<file path="config.mk">
export PLATFORM = sky130hd
export DESIGN_NAME = status_led_pattern_generator
export DESIGN_NICKNAME = d
export VERILOG_FILES = /design/src/rtl/core/slpg_pkg.sv /design/src/rtl/core/slpg_engine.sv /design/src/rtl/core/status_led_pattern_generator.sv
export SDC_FILE = /design/constraint.sdc
export NUM_CORES = 1
export LEC_CHECK = 0
export ABC_AREA = 1
export BUFFER_PORTS_ARGS = -buffer_cell sky130_fd_sc_hd__buf_2
export CAP_MARGIN = 20
export CORE_ASPECT_RATIO = 0.5
export CORE_MARGIN = 4
export CORE_UTILIZATION = 64
export CTS_BUF_LIST = sky130_fd_sc_hd__clkbuf_4 sky130_fd_sc_hd__clkbuf_8
export DETAILED_ROUTE_END_ITERATION = 7
export PLACE_DENSITY = 0.87
export SYNTH_ARGS = -nofsm -noshare
export SYNTH_HDL_FRONTEND = slang
export SYNTH_HIERARCHICAL = 1
export SYNTH_SLANG_ARGS = --single-unit
</file>
<file path="constraint.sdc">
create_clock -name clk -period 4.4 [get_ports clk]
set_input_delay 0.44 -clock clk [delete_from_list [all_inputs] [get_ports clk]]
set_output_delay 0.44 -clock clk [all_outputs]
set_load 0.01 [all_outputs]
</file>
<file path="src/rtl/core/slpg_pkg.sv">
`default_nettype none

package slpg_pkg;

  // Phase counter width and configuration register width
  localparam int DUR_W = 12;
  localparam int CFG_W = 12;
  localparam int CMP_W = (CFG_W > DUR_W) ? CFG_W : DUR_W;
  localparam int DUR_MAX = (1 << DUR_W) - 1;

  // Configuration port
  localparam int CFG_IDX_W = 2;
  localparam logic [CFG_IDX_W-1:0] REG_FLICKER = 2'd0;
  localparam logic [CFG_IDX_W-1:0] REG_FLASH   = 2'd1;
  localparam logic [CFG_IDX_W-1:0] REG_PAUSE   = 2'd2;

  localparam logic [CFG_W-1:0] FLICKER_RST = 12'd50;
  localparam logic [CFG_W-1:0] FLASH_RST   = 12'd200;
  localparam logic [CFG_W-1:0] PAUSE_RST   = 12'd1000;

  // Stream payload widths
  localparam int IN_DATA_W  = 24;
  localparam int OUT_DATA_W = 8;

  // Status codes that select a flash pattern on the error indicator
  localparam logic [15:0] CODE_NONE     = 16'h0000;
  localparam logic [15:0] CODE_SINGLE_A = 16'h002D;
  localparam logic [15:0] CODE_SINGLE_B = 16'h0032;
  localparam logic [15:0] CODE_DOUBLE   = 16'h001B;

  typedef enum logic [2:0] {
    PAT_OFF     = 3'd0,
    PAT_ON      = 3'd1,
    PAT_FLICKER = 3'd2,
    PAT_BLINK   = 3'd3,
    PAT_SINGLE  = 3'd4,
    PAT_DOUBLE  = 3'd5
  } pat_t;

  typedef struct packed {
    logic [CFG_W-1:0] flicker_half_ms;
    logic [CFG_W-1:0] flash_ms;
    logic [CFG_W-1:0] pause_ms;
  } cfg_t;

  // A zero length counts as one tick, a length beyond the counter saturates
  function automatic logic [DUR_W-1:0] clamp_len(input logic [CFG_W-1:0] v);
    logic [DUR_W-1:0] r;
    if (v == '0) begin
      r = DUR_W'(1);
    end else if (CMP_W'(v) > CMP_W'(DUR_MAX)) begin
      r = DUR_W'(DUR_MAX);
    end else begin
      r = DUR_W'(v);
    end
    return r;
  endfunction

  function automatic logic [2:0] phase_count(input pat_t p);
    logic [2:0] n;
    case (p)
      PAT_DOUBLE: n = 3'd4;
      PAT_FLICKER, PAT_BLINK, PAT_SINGLE: n = 3'd2;
      default: n = 3'd1;
    endcase
    return n;
  endfunction

  function automatic pat_t select_run(input logic [4:0] s);
    pat_t p;
    if (s[3]) begin
      p = PAT_ON;
    end else if (s[0]) begin
      p = PAT_OFF;
    end else if (s[1]) begin
      p = PAT_BLINK;
    end else if (s[2]) begin
      p = PAT_SINGLE;
    end else if (|s[1:0]) begin
      p = PAT_FLICKER;
    end else begin
      p = PAT_OFF;
    end
    return p;
  endfunction

  function automatic pat_t select_err(input logic [4:0] s, input logic [15:0] code,
                                      input logic boot);
    pat_t p;
    if ((|s[1:0]) && boot) begin
      p = PAT_FLICKER;
    end else if (code == CODE_NONE || !s[4]) begin
      p = PAT_OFF;
    end else if (code == CODE_SINGLE_A || code == CODE_SINGLE_B) begin
      p = PAT_SINGLE;
    end else if (code == CODE_DOUBLE) begin
      p = PAT_DOUBLE;
    end else if (s[4] || s[0]) begin
      p = PAT_FLICKER;
    end else begin
      p = PAT_BLINK;
    end
    return p;
  endfunction

endpackage

`default_nettype wire

</file>
<file path="src/rtl/core/slpg_engine.sv">
`default_nettype none

module slpg_engine (
  input  wire logic          clk,
  input  wire logic          rst,
  input  wire logic          adv,
  input  wire slpg_pkg::pat_t sel,
  input  wire slpg_pkg::cfg_t cfg,
  output logic               lit
);
  import slpg_pkg::*;

  typedef struct packed {
    logic             level;
    logic [DUR_W-1:0] len;
  } load_t;

  pat_t             pattern, pattern_next, pat_a;
  logic [1:0]       phase, phase_next, ph_a;
  logic [DUR_W-1:0] remaining, remaining_next, rem_a, rem_b;
  logic             level, level_next, lvl_a;
  load_t            ld0, ld1;

  // Level and length of one phase of a pattern
  function automatic load_t load_phase(input pat_t p, input logic [1:0] ph,
                                       input logic cur, input cfg_t c);
    load_t r;
    logic [CFG_W-1:0] len;
    logic lv;
    len = c.pause_ms;
    lv  = ~ph[0];
    case (p)
      PAT_OFF:     lv = 1'b0;
      PAT_ON:      lv = 1'b1;
      PAT_FLICKER: len = c.flicker_half_ms;
      PAT_BLINK:   len = c.flash_ms;
      PAT_SINGLE:  len = (ph == 2'd0) ? c.flash_ms : c.pause_ms;
      PAT_DOUBLE:  len = (ph == 2'd3) ? c.pause_ms : c.flash_ms;
      default:     lv = cur;
    endcase
    r.level = lv;
    r.len   = clamp_len(len);
    return r;
  endfunction

  always_comb begin
    pat_a = pattern;
    ph_a  = phase;
    lvl_a = level;
    rem_a = remaining;
    ld0   = load_phase(sel, 2'd0, level, cfg);
    // Idle engine: sample the selection and start the first phase
    if (remaining == '0) begin
      pat_a = sel;
      ph_a  = 2'd0;
      lvl_a = ld0.level;
      rem_a = ld0.len;
    end
    lit = lvl_a;
    rem_b = rem_a - DUR_W'(1);
    pattern_next   = pat_a;
    phase_next     = ph_a;
    level_next     = lvl_a;
    remaining_next = rem_b;
    ld1 = load_phase(pat_a, ph_a + 2'd1, lvl_a, cfg);
    // Phase over with more to play: load the next one
    if (rem_b == '0 && ({1'b0, ph_a} + 3'd1) < phase_count(pat_a)) begin
      phase_next     = ph_a + 2'd1;
      level_next     = ld1.level;
      remaining_next = ld1.len;
    end
  end

  always_ff @(posedge clk) begin
    if (rst) begin
      pattern   <= PAT_OFF;
      phase     <= 2'd0;
      remaining <= '0;
      level     <= 1'b0;
    end else if (adv) begin
      pattern   <= pattern_next;
      phase     <= phase_next;
      remaining <= remaining_next;
      level     <= level_next;
    end
  end

endmodule

`default_nettype wire

</file>
<file path="src/rtl/core/status_led_pattern_generator.sv">
`default_nettype none

// Status indicator pattern generator for a RUN and an ERROR indicator.
// Feed one request per millisecond tick on the s_ stream: the status bits,
// the status code and the boot-failed flag. Each request yields exactly one
// result on the m_ stream carrying whether RUN and ERROR are lit in that
// tick (1 = lit; pin polarity is left to the board).
// Each engine samples the inputs only when idle, picks off, on, flicker,
// blink, single or double flash, and plays the whole phase sequence before
// sampling again. Phase lengths come from three 12-bit registers written
// over the cfg_ channel (flicker half period, flash phase, pause); a change
// takes effect when the next phase loads. Write them only while idle.
// A request passes through the input register, then the result register.
// Throughput: one request per cycle while the result register is free; the
// engine update between the two registers is combinational.
// Reset clears both engines to idle and unlit, empties both registers and
// restores the register defaults 50, 200 and 1000 ticks.
// When the receiver stalls, the result holds and the input register keeps
// one further request; s_tready then drops until the result is taken.
module status_led_pattern_generator (
  input  wire logic                              clk,
  input  wire logic                              rst,
  input  wire logic                              s_tvalid,
  output logic                                   s_tready,
  // [4:0] status, [20:5] al_error, [21] boot_fail, [23:22] zero
  input  wire logic [slpg_pkg::IN_DATA_W-1:0]    s_tdata,
  output logic                                   m_tvalid,
  input  wire logic                              m_tready,
  // [0] run_led_on, [1] err_led_on, [7:2] zero
  output logic [slpg_pkg::OUT_DATA_W-1:0]        m_tdata,
  input  wire logic                              cfg_valid,
  output logic                                   cfg_ready,
  input  wire logic [slpg_pkg::CFG_IDX_W-1:0]    cfg_index,
  input  wire logic [slpg_pkg::CFG_W-1:0]        cfg_data
);
  import slpg_pkg::*;

  cfg_t        cfg;
  logic        in_valid;
  logic [4:0]  in_status;
  logic [15:0] in_code;
  logic        in_boot;
  logic        out_adv;
  logic        adv;
  logic        run_lit;
  logic        err_lit;
  pat_t        run_sel;
  pat_t        err_sel;

  // Configuration registers; unknown indexes are dropped
  assign cfg_ready = 1'b1;

  always_ff @(posedge clk) begin
    if (rst) begin
      cfg.flicker_half_ms <= FLICKER_RST;
      cfg.flash_ms        <= FLASH_RST;
      cfg.pause_ms        <= PAUSE_RST;
    end else if (cfg_valid && cfg_ready) begin
      case (cfg_index)
        REG_FLICKER: cfg.flicker_half_ms <= cfg_data;
        REG_FLASH:   cfg.flash_ms        <= cfg_data;
        REG_PAUSE:   cfg.pause_ms        <= cfg_data;
        default: ;
      endcase
    end
  end

  // The result register frees up when empty or being taken
  assign out_adv  = !m_tvalid || m_tready;
  assign adv      = in_valid && out_adv;
  assign s_tready = !in_valid || out_adv;

  // Input register
  always_ff @(posedge clk) begin
    if (rst) begin
      in_valid <= 1'b0;
    end else if (s_tready) begin
      in_valid <= s_tvalid;
    end
  end

  always_ff @(posedge clk) begin
    if (s_tvalid && s_tready) begin
      in_status <= s_tdata[4:0];
      in_code   <= s_tdata[20:5];
      in_boot   <= s_tdata[21];
    end
  end

  assign run_sel = select_run(in_status);
  assign err_sel = select_err(in_status, in_code, in_boot);

  // Engines advance by one tick as the request moves to the result register
  slpg_engine u_run (
    .clk (clk),
    .rst (rst),
    .adv (adv),
    .sel (run_sel),
    .cfg (cfg),
    .lit (run_lit)
  );

  slpg_engine u_err (
    .clk (clk),
    .rst (rst),
    .adv (adv),
    .sel (err_sel),
    .cfg (cfg),
    .lit (err_lit)
  );

  // Result register
  always_ff @(posedge clk) begin
    if (rst) begin
      m_tvalid <= 1'b0;
    end else if (out_adv) begin
      m_tvalid <= in_valid;
    end
  end

  always_ff @(posedge clk) begin
    if (adv) begin
      m_tdata <= {{(OUT_DATA_W - 2){1'b0}}, err_lit, run_lit};
    end
  end

`ifndef NO_ASSERTIONS
  a_rst_empty: assert property (@(posedge clk) rst |=> !m_tvalid && !in_valid)
    else $error("registers not empty after reset");
  a_adv_fills: assert property (@(posedge clk) disable iff (rst) adv |=> m_tvalid)
    else $error("advanced request did not reach the result register");
  a_stall_holds: assert property (@(posedge clk) disable iff (rst)
    (in_valid && !out_adv) |=> in_valid)
    else $error("stalled request lost from the input register");
  a_ready_full: assert property (@(posedge clk) disable iff (rst)
    !s_tready |-> (in_valid && m_tvalid))
    else $error("input stalled while a stage is free");
`endif

endmodule

`default_nettype wire

</file>
==> results_dict.tcl, run 1 <==
set metrics [dict create \
    status "finished, final reports clean" \
    cts_max_path_buffers 2 \
    worstPathMaxFanout 12 \
    synth.area.top_cells "dfxtp_1 19%, nand2_1 16%, nor2_1 12%" \
    synth_edf_count 24 \
    r2r_end "u_err/remaining[1]" \
    fp.dieW_um 164 \
    max_stage_delay_ns 0.41 \
    wl_per_cell_um 15.2 \
    finalCriticalPeriod_ns 4.04 \
    rr_startpoint "in_code[7]" \
    yosysMostFrequentCell "nand2_1" \
    end_kind "flop" \
    synthesis.area_mm2 0.00780 \
    max_clock_freq_mhz 248 \
    ctsResizeCount 0 \
    hold_buffers 0 \
    postCtsSetupRepairBufs 0 \
    worst_slew_pin_slew_ns 0.873 \
    ys_top_cells_by_count "332 x nand2_1, 248 x nor2_1, 132 x inv_1" \
    hold_viol_final 0 \
    slew_violations 0 \
    drt-total-wl_um 22500 \
    holdPathStages 1 \
    start_util_pct 65.7 \
    crit_slowest_cell "edfxtp_1" \
    worstSkewPairLatency_ns 0.40 \
    antenna_found_initial 0 \
    diodes 0 \
    ys_ff_latch 98 \
    ir_worst_vdd_uv 219 \
    grtUsageTotal_pct 32.1 \
    seqCellArea_mm2 0.00220 \
    clock-sinks 98 \
    p_leak_nw 3.86 \
    pin_count 54 \
    crit_path_start_kind "flop" \
    coreArea_mm2 0.0119 \
    io_buffers 44 \
    finalSetupViolations 0 \
    rows 28 \
    post-route-period-util_pct 91.8 \
    cts_tree "built" \
    arrival_ns 4.29 \
    whs_ns 0.218 \
    cp_num_buf_inv 3 \
    yosys.area.top_type "dfxtp_1" \
    place_congestion 0.953 \
    fillers 1033 \
    dpl.hpwl_um 16400 \
    dr_total_vias 8600 \
    drt_iter0_markers 877 \
    ant_nets 0 \
    synthDistinctLibCells 37 \
    syn2layout_area_growth_pct 6.85 \
    required_ns 4.65 \
    drc 0 \
    gr-total-overflow 0 \
    worstHoldStart "s_tdata[21]" \
    drv_cap 0 \
    dieArea_mm2 0.0141 \
    synth_top_flop_cell "dfxtp_1" \
    drt_first_pass_iters 8 \
    cts.clk_slew.worst_paths_ns 0.11 \
    grt_pass1_wl_um 36900 \
    min_path_type "in -> reg" \
    totalPowerFinal_mw 2.79 \
    multi_input_area_mm2 0.00479 \
    hold-path-endpoint "in_boot" \
    first_global_vias 7847 \
    skew_ns 0.0132 \
    die_h_um 86.1 \
    r2r_slack_ns 0.36 \
    cpLargestDelayFamily "simple AND/OR/NAND/NOR gates" \
    seq_area_frac_synth_pct 28.2 \
    htree_levels 3 \
    grt_max_degree 33 \
    slew_headroom_pct 41.8 \
    cts_buffers 9 \
    async_reset_ff_share_pct 0 \
    synth_top_area_share_pct 19.0 \
    ctsRootBufferMaster "clkbuf_8" \
    crit_start "in_code[7]" \
    r2r_cells 30 \
    worstSetupPathType "reg -> reg" \
    drive_above_1_share_pct 14.2 \
    avgSynthCellArea_um2 6.07 \
    ys.warnings.count 6 \
    via_per_inst 5.81 \
    fin_nets 1365 \
    netlist_instances 1285 \
    p_per_area_mw_per_mm2 335 \
    cpMostUsedCell "nand2_1" \
]
==> registers in the layout (all words and copies together), names as in the netlist <==
register         cells
m_tvalid             1
in_status            5
u_run/pattern        3
in_valid             1
u_run/remaining     12
u_run/level          1
u_err/phase          2
cfg                 36
u_err/remaining     12
u_err/pattern        3
in_code             16
m_tdata              2
u_run/phase          2
in_boot              1
u_err/level          1
==> layer usage <==
metal  track usage, %  share of wire (%)  vias to the layer above
li1                 -                  -                     4139
met1             42.8                 42                     3881
met3             6.43                 11                       67
met5                0                  0                        -
met2             52.4                 45                      513
met4             10.9                2.5                        0
==> placed cells by master (no fill, tap or decap), types with 2 or more instances in the layout <==
master | netlist | layout
nand2_1 | 332 | 330
nor2_1 | 248 | 240
inv_1 | 132 | 132
nand3_1 | 92 | 92
o21ai_0 | 91 | 90
dfxtp_1 | 74 | 74
a21oi_1 | 53 | 52
buf_2 | 13 | 44
nand4_1 | 27 | 27
edfxtp_1 | 24 | 24
nor2_2 | 14 | 23
o21ai_1 | 19 | 19
inv_2 | 17 | 17
buf_4 | 21 | 17
nor2_4 | 16 | 16
a21oi_2 | 13 | 13
a31oi_1 | 12 | 12
ha_1 | 12 | 11
clkbuf_8 | 0 | 10
nand3_2 | 9 | 8
nand2_2 | 8 | 8
conb_1 | 2 | 7
nand2_4 | 4 | 6
nor3_1 | 6 | 6
o21ai_2 | 4 | 5
o21bai_1 | 3 | 3
inv_6 | 0 | 2
a31o_2 | 2 | 2
xor2_2 | 2 | 2
nor3_2 | 2 | 2
xnor2_1 | 2 | 2
a211oi_1 | 2 | 2
xnor2_2 | 2 | 2
nand4_2 | 2 | 2
o22ai_1 | 2 | 2
xor2_1 | 2 | 2
==> per-stage QoR <==
step	util [%]	area (um2)	worst slack [ns]	setup TNS (ns)	cells
floorplan	-	7820	0.802	0	1290
global placement	68.0	8070	0.278	0	1463
CTS	69.7	8280	0.116	0	1479
detailed placement	68.0	8070	0.133	0	1463
finish	70.2	8340	0.360	0	1480
global route	70.2	8340	-0.0411	-0.112	1480
==> kinds of logic after synthesis <==
kind of cell             count (synthesis)  synth area share (%)
buffers and inverters                  203                  11.5
AO/OA/AOI/OAI                          202                  14.3
XOR/XNOR                                 8                  1.28
AND/OR/NAND/NOR                        760                  42.7
other                                    2                0.0962
flip-flops                              98                  28.2
adder cells (fa/ha/maj)                 12                  1.92
==> worst max-delay path by stage <==
stage | to | slack (ns) | depth (start not counted)
floorplan | u_err/level | 0.80 | 30
global placement | u_err/level | 0.28 | 29
detailed placement | u_err/remaining[1] | 0.13 | 29
CTS | u_err/level | 0.12 | 29
global route | u_err/remaining[7] | -0.04 | 32
finish | u_err/remaining[1] | 0.36 | 30
==> layout make-up <==
class / instances / share of cell area (%)
clock buffer: 10 / 1.65
clock inverter: 6 / 0.870
inverter: 149 / 6.71
multi-input combinational: 990 / 57.5
sequential: 98 / 26.4
tap: 165 / 2.48
timing repair buffer: 62 / 4.41
==> power by group <==
part	internal, mW	total, mW	switching (mW)
combinational	0.343	1.10	0.757
sequential	0.981	1.04	0.0593
clock	0.287	0.654	0.367
Power figures use the tool's default switching activity.
==> inputs of run 2 (changes only) <==
--- a/config.mk
+++ b/config.mk
@@ -10,11 +10,10 @@
 export CAP_MARGIN = 20
 export CORE_ASPECT_RATIO = 0.5
 export CORE_MARGIN = 4
-export CORE_UTILIZATION = 64
+export CORE_UTILIZATION = 63
 export CTS_BUF_LIST = sky130_fd_sc_hd__clkbuf_4 sky130_fd_sc_hd__clkbuf_8
 export DETAILED_ROUTE_END_ITERATION = 7
-export PLACE_DENSITY = 0.87
+export PLACE_DENSITY = 0.86
 export SYNTH_ARGS = -nofsm -noshare
 export SYNTH_HDL_FRONTEND = slang
-export SYNTH_HIERARCHICAL = 1
 export SYNTH_SLANG_ARGS = --single-unit
==> run 2 against run 1 <==
Against the previous run:
- non-clock buffer count grew 7
- clock power up 1%
- combinational power down 5%
- total power is 2.2% lower
- critical path depth fell by 3
- wire length is 3.8% higher
- hold slack lost 0.0047 ns
- design area shrank 7.8%
- highest routed layer unchanged
- setup slack worse by 0.016 ns
==> results_dict.tcl, run 2 <==
set metrics [dict create \
    required_ns 4.67 \
    cts_buffers 9 \
    synth_edf_count 24 \
    max_stage_delay_ns 0.45 \
    grt_max_degree 34 \
    cpLargestDelayFamily "simple AND/OR/NAND/NOR gates" \
    synth_top_area_share_pct 20.8 \
    drive_above_1_share_pct 10.2 \
    worstSetupPathType "reg -> reg" \
    io_buffers 44 \
    die_h_um 83.2 \
    seqCellArea_mm2 0.00220 \
    synthesis.area_mm2 0.00713 \
    ctsRootBufferMaster "clkbuf_8" \
    fp.dieW_um 158 \
    placed_cells 1298 \
    yosys.area.top_type "dfxtp_1" \
    fillers 989 \
    ir_worst_vdd_uv 189 \
    p_leak_nw 3.49 \
    grtUsageTotal_pct 36.0 \
    fin_cells 1315 \
    maxUsedRoutingLayer "met4" \
    htree_levels 3 \
    max_clock_freq_mhz 247 \
    cts_tree "built" \
    fin_nets 1220 \
    end_kind "flop" \
    multi_input_area_mm2 0.00403 \
    grt_pass1_wl_um 37400 \
    antenna_found_initial 0 \
    synth_top_flop_cell "dfxtp_1" \
    drv_cap 0 \
    finalSetupViolations 0 \
    post-route-period-util_pct 92.2 \
    syn2layout_area_growth_pct 7.83 \
    first_global_vias 7062 \
    netlist_instances 1133 \
    worstSkewPairLatency_ns 0.40 \
    via_per_inst 6.08 \
    arrival_ns 4.33 \
    finalCriticalPeriod_ns 4.06 \
    rows 27 \
    ant_nets 0 \
    drt_iter0_markers 1178 \
    wl_per_cell_um 17.8 \
    hold_viol_final 0 \
    tns_ns 0 \
    ys_ff_latch 98 \
    crit_slowest_cell "edfxtp_1" \
    start_util_pct 64.7 \
    cpMostUsedCell "nand2_1" \
    diodes 0 \
    dr_total_vias 7992 \
    drt_first_pass_iters 6 \
    rsz0062_at_grt "false" \
    synth.area.top_cells "dfxtp_1 21%, nand2_1 15%, edfxtp_1 10%" \
    avgSynthCellArea_um2 6.29 \
    dieArea_mm2 0.0132 \
    worstPathMaxFanout 5 \
    largest_reg_flops 36 \
    final_core_util_pct 69.8 \
    coreArea_mm2 0.0110 \
    seq_area_frac_synth_pct 30.9 \
    largest_registers "cfg (36), in_code (16)" \
    p_per_area_mw_per_mm2 356 \
    skew_ns 0.0153 \
    synthDistinctLibCells 45 \
    cts.clk_slew.worst_paths_ns 0.11 \
    dpl.hpwl_um 17900 \
    async_reset_ff_share_pct 0 \
    cts_max_path_buffers 2 \
    clock-sinks 98 \
    drt-total-wl_um 23400 \
    yosysMostFrequentCell "nand2_1" \
    pin_count 54 \
    slew_headroom_pct 35.6 \
    wl_met2_um 9490 \
    ys_top_cells_by_count "291 x nand2_1, 162 x inv_1, 116 x o21ai_0" \
    slew_violations 0 \
    status "finished, final reports clean" \
    mostFrequentLayoutCell "nand2_1" \
    hold_buffers 0 \
    gr-total-overflow 0 \
    top_register "cfg" \
    place_congestion 1.04 \
    drc 0 \
    cp_num_buf_inv 2 \
    dr_wl_met3_um 3620 \
    met1Wirelength_um 10000 \
    ys.warnings.count 0 \
    crit_path_start_kind "flop" \
    most-common-layout-cells "289 x nand2_1, 161 x inv_1, 113 x o21ai_0" \
    worst_slew_pin_slew_ns 0.965 \
    min_path_type "in -> reg" \
]
run 2: report_power, final:
part	internal, mW	switching [mW]	total, mW
Clock	0.280	0.382	0.662
Sequential	0.983	0.0387	1.02
Combinational	0.320	0.730	1.05
Total	1.58	1.15	2.73
run 2: repair_timing:
item	4_1_cts	5_1_grt
setup endpoints to repair	0	11
buffers inserted	0	0
gates resized for setup	0	7
run 2: cell type report:
cell class                 count  area share [%]
tap                          145            2.36
timing repair buffer          69            5.47
sequential                    98            28.7
clock buffer                   9            1.61
clock inverter                 7            1.24
multi-input combinational    819            52.5
inverter                     168            8.20
run 2: logic make-up after synthesis:
kind of cell	Yosys count	share of synthesized area [%]
DFF	98	30.9
other	2	0.105
adders and majority gates	12	2.11
and+or+nand+nor	516	31.1
xor gates and xnor gates	7	0.965
buffers and inverters	221	13.0
AOI/OAI and AO/OA	277	21.9
run 2: metal layers:
layer | GRT usage (%) | vias up
met2 | 50.8 | 539
li1 | - | 3787
met5 | 0 | -
met4 | 6.35 | 0
met1 | 53.9 | 3630
met3 | 11.8 | 36
run 2: worst paths after layout:
| path | start | to | slack (ns) | cells after the start |
|---|---|---|---|---|
| worst min register to register | u_run.pattern[2] | u_run.pattern[2] | 0.46 | 2 |
| worst max register to register | in_code[3] | u_err.phase[0] | 0.34 | 27 |
| worst min-delay path | s_tdata[5] | in_code[0] | 0.21 | 1 |
| worst max-delay path | in_code[3] | u_err.phase[0] | 0.34 | 27 |
run 2: stage by stage:
| step | power (mW) | worst slack, ns | cell area (um2) | hold WS, ns |
|---|---|---|---|---|
| final | 2.73 | 0.345 | 7690 | 0.214 |
| after CTS | 2.69 | 0.402 | 7670 | 0.206 |
| after detailed placement | 2.05 | 0.458 | 7450 | 0.446 |
| after floorplan | 1.76 | 1.12 | 7150 | 0.425 |
| after global placement | 2.02 | 0.546 | 7450 | 0.435 |
| after global routing | 2.89 | 0.0119 | 7690 | 0.187 |
==> inputs of run 3 (changes only) <==
--- a/config.mk
+++ b/config.mk
@@ -10,10 +10,9 @@
 export CAP_MARGIN = 20
 export CORE_ASPECT_RATIO = 0.5
 export CORE_MARGIN = 4
-export CORE_UTILIZATION = 63
-export CTS_BUF_LIST = sky130_fd_sc_hd__clkbuf_4 sky130_fd_sc_hd__clkbuf_8
+export CORE_UTILIZATION = 61
 export DETAILED_ROUTE_END_ITERATION = 7
-export PLACE_DENSITY = 0.86
+export PLACE_DENSITY = 0.84
 export SYNTH_ARGS = -nofsm -noshare
 export SYNTH_HDL_FRONTEND = slang
 export SYNTH_SLANG_ARGS = --single-unit
==> run 3 against run 2 <==
Against the previous run:
- critical path depth fell by 5
- utilization shrank 0.67 points
- sequential cell count unchanged
- total power grew 7.5%
- non-clock buffer count is 4 lower
- design area up 0.86%
- critical endpoint is now u_run.phase[1]
==> results_dict.tcl, run 3 (synthesis gave the netlist of run 2 again) <==
set metrics [dict create \
    dp_slack_ns 0.362 \
    place_congestion 0.991 \
    coreArea_mm2 0.0112 \
    cts_max_path_buffers 2 \
    drv_cap 0 \
    p_sw_mw 1.15 \
    grt_max_degree 30 \
    setup_ws_ns 0.300 \
    most-common-layout-cells "291 x nand2_1, 160 x inv_1, 110 x o21ai_0" \
    cts_buffers 9 \
    cts.clk_slew.worst_paths_ns 0.07 \
    hold_buffers 0 \
    internal_power_mw 1.79 \
    required_ns 4.67 \
    totalPowerFinal_mw 2.94 \
    end_kind "flop" \
    crit_path_start_kind "flop" \
    io_buffers 44 \
    ir_worst_vdd_uv 224 \
    pin_count 54 \
    drc 0 \
    drt_iter0_markers 1098 \
    ant_nets 0 \
    dpl.hpwl_um 17800 \
    rsz0062_at_grt "false" \
    dr_total_vias 7965 \
    htree_levels 3 \
    drt_first_pass_iters 7 \
    fin_area_mm2 0.00775 \
    worstPathMaxFanout 20 \
    largest_registers "cfg (36), in_code (16)" \
    first_global_vias 7053 \
    swShare_pct 39.0 \
    whs_ns 0.256 \
    max_clock_freq_mhz 244 \
    drt-total-wl_um 24000 \
    finalCriticalPeriod_ns 4.10 \
    slew_headroom_pct 28.5 \
    power_frac_comb_pct 35.5 \
    mostFrequentLayoutCell "nand2_1" \
    grtUsageTotal_pct 34.9 \
    p_leak_nw 3.50 \
    finalSetupViolations 0 \
    syn2layout_area_growth_pct 8.76 \
    via_per_inst 6.02 \
    min_path_type "in -> reg" \
    skew_ns 0.0102 \
    clock-sinks 98 \
    fin_cells 1324 \
    post-route-period-util_pct 93.2 \
    p_seq_share_pct 34.8 \
    worstSetupPathType "reg -> reg" \
    dieArea_mm2 0.0136 \
    tns_ns 0 \
    cts_tree "built" \
    start_util_pct 63.6 \
    slew_violations 0 \
    fp.dieW_um 161 \
    diodes 0 \
    grt_pass1_wl_um 37300 \
    fin_nets 1216 \
    rows 27 \
    p_per_area_mw_per_mm2 379 \
    hold_viol_final 0 \
    die_h_um 84.4 \
    wl_per_cell_um 18.2 \
    drive_above_1_share_pct 9.70 \
    antenna_found_initial 0 \
    status "finished, final reports clean" \
    place_area_mm2 0.00743 \
    worst_slew_pin_slew_ns 1.06 \
    arrival_ns 4.37 \
    clkPwrFrac_pct 29.8 \
    top_register "cfg" \
    largest_reg_flops 36 \
    placed_cells 1309 \
    final_core_util_pct 69.1 \
    ctsRootBufferMaster "clkbuf_16" \
    worstSkewPairLatency_ns 0.36 \
    gr-total-overflow 0 \
]
run 3: routing by layer:
metal	up-vias	track usage, %	share of wire [%]
li1	3778	-	-
met1	3581	50.2	43
met2	542	50.2	39
met3	64	12.3	16
met4	0	8.20	1.9
met5	-	0	0
run 3: area by class of cell:
type                            instances  area, um2
Clock buffer                            9        225
Clock inverter                          6       90.1
Fill cell                            1007       3460
Inverter                              168        631
Multi-Input combinational cell        819       4030
Sequential cell                        98       2200
Tap cell                              159        199
Timing Repair Buffer                   65        378
run 3: worst max-delay path, stage by stage (launching register included):
cell      delay [ns]
edfxtp_1        0.48
inv_1           0.11
nand3_1         0.19
o21ai_2         0.14
inv_2           0.18
o21ai_0         0.54
nor4_1          0.14
nand3_1         0.12
nand2_1         0.09
nand2_4         0.13
ha_1            0.19
nand2_1         0.08
nor2_1          0.22
nand2_1         0.10
nor2_1          0.16
nand2_1         0.09
xnor2_1         0.12
inv_1           0.10
nand4_2         0.25
buf_4           0.25
nand2_1         0.06
nand3_1         0.08
a21oi_1         0.19
run 3: worst paths after layout:
kind / startpoint / endpoint / slack [ns] / depth (start not counted)
setup / recovery: in_status[0] / u_run.phase[1] / 0.30 / 22
hold reg to reg: u_run.pattern[2] / u_run.pattern[2] / 0.46 / 2
hold / removal: s_tdata[21] / in_boot / 0.26 / 1
setup reg to reg: in_status[0] / u_run.phase[1] / 0.30 / 22
run 3: power by group through the flow:
stage	Sequential [mW]	Combinational, mW	Clock (mW)
floorplan	1.03	0.726	0
global placement	1.04	0.980	0
detailed placement	1.04	0.992	0
CTS	1.02	0.997	0.874
global route	1.03	1.14	0.910
finish	1.02	1.04	0.875
run 3: what timing repair did:
item,in CTS,in global routing
setup endpoints to repair,0,20
setup buffers,0,0
gates resized for setup,0,9
